<file path="config.mk">
export PLATFORM = sky130hd
export DESIGN_NAME = evq_ram
export DESIGN_NICKNAME = d
export VERILOG_FILES = /design/src/hw/rtl/evq_ram.sv
export SDC_FILE = /design/constraint.sdc
export NUM_CORES = 2
export LEC_CHECK = 0
export BUFFER_PORTS_ARGS = -buffer_cell sky130_fd_sc_hd__buf_4
export CAP_MARGIN = 20
export CORE_MARGIN = 4
export CORE_UTILIZATION = 30
export DETAILED_ROUTE_END_ITERATION = 16
export PLACE_DENSITY_LB_ADDON = 0.3
export SLEW_MARGIN = 20
export SYNTH_ARGS = -nofsm -noshare
export SYNTH_HDL_FRONTEND = slang
export SYNTH_SLANG_ARGS = --single-unit
</file>
<file path="constraint.sdc">
create_clock -name i_clk -period 4.21 [get_ports i_clk]
set_input_delay 0.421 -clock i_clk [delete_from_list [all_inputs] [get_ports i_clk]]
set_output_delay 0.421 -clock i_clk [all_outputs]
set_load 0.005 [all_outputs]
</file>
<file path="src/hw/rtl/evq_ram.sv">
// generic simple dual port ram, one write port, one registered read port
module evq_ram #(
    parameter int unsigned WIDTH = 8,
    parameter int unsigned DEPTH = 256
) (
    input  logic                     i_clk,
    input  logic                     i_we,
    input  logic [$clog2(DEPTH)-1:0] i_waddr,
    input  logic [WIDTH-1:0]         i_wdata,
    input  logic [$clog2(DEPTH)-1:0] i_raddr,
    output logic [WIDTH-1:0]         o_rdata
);
    logic [WIDTH-1:0] r_mem [DEPTH];
    logic [WIDTH-1:0] r_rdata;

    always_ff @(posedge i_clk) begin
        if (i_we) begin
            r_mem[i_waddr] <= i_wdata;
        end
        r_rdata <= r_mem[i_raddr];
    end

    assign o_rdata = r_rdata;
endmodule

</file>
==> results.py <==
metrics = {
    "clock_network": {
        "clk_latency_ps": 850,
        "clockRootBuffer": "clkbuf_16",
        "cts_sinks": 2056,
        "cts_buffer_depth": 3,
        "h-tree-depth": 4,
        "postCtsHoldBufs": 0,
        "cts_made_buffers": 211,
        "cts.clk_slew.worst_paths_ps": 60,
        "cts_tree": "built",
        "cts_resized": 0,
        "post-cts-setup-buffers": 0,
    },
    "worst_setup_path": {
        "critPathArrivalTime_ps": 3800,
        "critPathLaunchType": "input port",
        "end_kind": "flip-flop",
        "cpMostUsedCell": "buf_12",
        "cp_top_family": "compound AO/OA/AOI/OAI gates",
        "critical_path_required_ps": 4880,
        "crit_type": "in -> reg",
        "critical_path.max_fanout": 32,
        "cp_num_buf_inv": 3,
        "worstPathCellList": "buf_8, buf_12, buf_12, mux4_2, a22o_1, a221oi_1, o32ai_1, nor3_1, nor4_1",
        "cp_slowest_cell": "a221oi_1",
        "max_stage_delay_ps": 690,
    },
    "sta": {
        "period_share_pct": 74.3,
        "slew_violations": 0,
        "rsz0062_at_grt": "false",
        "fmax_mhz": 320,
        "hold_violations": 0,
        "post-route-min-period_ps": 3130,
        "skew_ps": 38.7,
        "worstMarginPinSlew_ps": 1130,
        "setup_viol": 0,
        "tns_ps": 0,
        "relSlewSlack_pct": 24.6,
    },
    "logic_synthesis": {
        "synth_cells": 3733,
        "synth-seq-area-share_pct": 77.5,
        "synth_top_area_share_pct": 77.3,
        "synth_seq_cells": 2056,
        "synth_fp_nets": 3759,
        "yosys_warnings": 0,
        "synth_area_leaders": "edfxtp_1 (77%), mux4_2 (13%), mux2i_1 (1.7%)",
        "synth_edf_count": 2048,
        "ys.flop_type": "edfxtp_1",
        "ys_types": 55,
        "postSynth.asyncResetShare_pct": 0,
        "syn_area_um2": 79600,
        "synth_top_area_cell": "edfxtp_1",
        "syn_avg_cell_area_um2": 21.3,
    },
    "global_routing": {
        "grt_use_total_pct": 15.4,
        "grt_pass1_wl_mm": 303,
        "grt_pass1_vias": 39500,
        "antenna_found_initial": 19,
        "grt-ovfl-total": 0,
        "grt_start_max_net_pins": 136,
    },
    "die": {
        "ioPinCount": 34,
        "initial_core_util_pct": 30.2,
        "die_area_um2": 273000,
        "die_h_um": 523,
        "rows": 188,
        "die_w_um": 523,
        "core_area_um2": 263000,
    },
    "layout": {
        "seq_area_um2": 61700,
        "multi_input_area_um2": 16500,
        "areaGrowthSynthToFinish_pct": 15.6,
        "nets": 4029,
        "stdcell_area_um2": 92000,
        "final_common_cell": "edfxtp_1",
        "drive_above_1_share_pct": 25.2,
        "nFillCells": 24300,
        "final_cell_mix": "edfxtp_1 (2048), mux4_2 (454), nor2_1 (279)",
    },
    "power_and_ir_drop": {
        "power.leakage_nw": 28.2,
        "power_density_nw_per_um2": 467,
        "ir_drop_v": 0.000405,
    },
    "routing": {
        "drc_errors": 0,
        "drt_iter0_markers": 4309,
        "routed_wl_mm": 213,
        "vias": 39200,
        "vias_per_cell": 5.10,
        "firstDrtPassIters": 6,
        "avgRoutedWirePerCell_um": 27.7,
        "ant_nets": 0,
    },
    "placement": {
        "gp_routability_congestion": 0.794,
        "port_buffers": 33,
        "placed_cell_area_um2": 85200,
        "hpwl_mm": 133,
    },
    "outcome": {
        "run_status": "finished, final reports clean",
    },
    "hold_path": {
        "hold_path_class": "in -> reg",
    },
    "job": {
        "max_cap_viol_count": 0,
    },
}
## Yosys cell counts, types with 3 or more instances
cell type and instances:
edfxtp_1 2048, mux4_2 454, nor2_1 282, mux2i_1 134
a22oi_1 133, clkbuf_1 111, a21oi_1 96, o221ai_1 46
nand3_1 34, nand2_1 33, buf_2 31, nor2b_1 31
o22ai_1 28, buf_4 27, nor4_1 24, buf_1 22
nor3_1 22, buf_6 21, a211oi_1 16, a221oi_1 13
buf_8 13, nand4_1 10, o211ai_1 10, o21ai_0 10
a22o_1 8, buf_12 8, dfxtp_1 8, nand2b_1 8
and2_1 6, o22a_1 5, o32ai_1 4, or2_2 4
nor4_2 3
## metal layers
metal / share of wire, % / wire (um) / GRT usage (%) / vias to the layer above
li1: - / - / - / 16300
met4: 2.3 / 4800 / 3.87 / 0
met5: 0 / 0 / 0 / -
met2: 48 / 103000 / 25.0 / 1297
met1: 43 / 92300 / 21.6 / 21400
met3: 6.2 / 13200 / 2.61 / 277
## cell families after synthesis
group	Yosys count	synth area share (%)
flip-flops	2056	77.5
multiplexers	591	14.6
AND/OR/NAND/NOR	466	2.63
AO/OA/AOI/OAI	385	3.42
buffers and inverters	235	1.83
## per-stage QoR
step	cells	utilization, %	worst slack (ps)	hold slack (ps)	total power, mW
2_1_floorplan	3733	-	1850	520	24.1
3_3_place_gp	7305	32.4	181	980	25.2
3_5_place_dp	7305	32.4	221	990	25.2
4_1_cts	7690	34.9	1120	82.5	43.3
5_1_grt	7694	34.9	1100	87.9	44.3
6_report	7698	34.9	1080	74.9	42.9
## registers in the layout, summed over array words and instances, names as in the netlist
name / count
o_rdata: 8
r_mem: 2048
## final cells by class
type / instances / area share (%)
clock inverter: 125 / 1.24
timing repair buffer: 290 / 2.93
antenna: 8 / 0.0218
inverter: 2 / 0.00816
tap: 3515 / 4.78
multi-input combinational: 1442 / 17.9
sequential: 2056 / 67.1
clock buffer: 260 / 6.03
## report_power, final
| group | switching (mW) | internal (mW) |
|---|---|---|
| clock network | 7.86 | 10.3 |
| registers | 0.0572 | 22.6 |
| logic | 1.39 | 0.761 |
| total | 9.30 | 33.6 |
## worst paths after layout
check                 from      endpoint  slack (ps)  cells after the start
max             i_raddr[0]    o_rdata[3]        1080                      9
min             i_wdata[7]  r_mem[45][7]          70                      1
max reg2reg   r_mem[83][3]    o_rdata[3]        1210                      6
min reg2reg  r_mem[207][2]    o_rdata[2]        1110                      5
No activity file was read; power rests on OpenSTA's default activity.
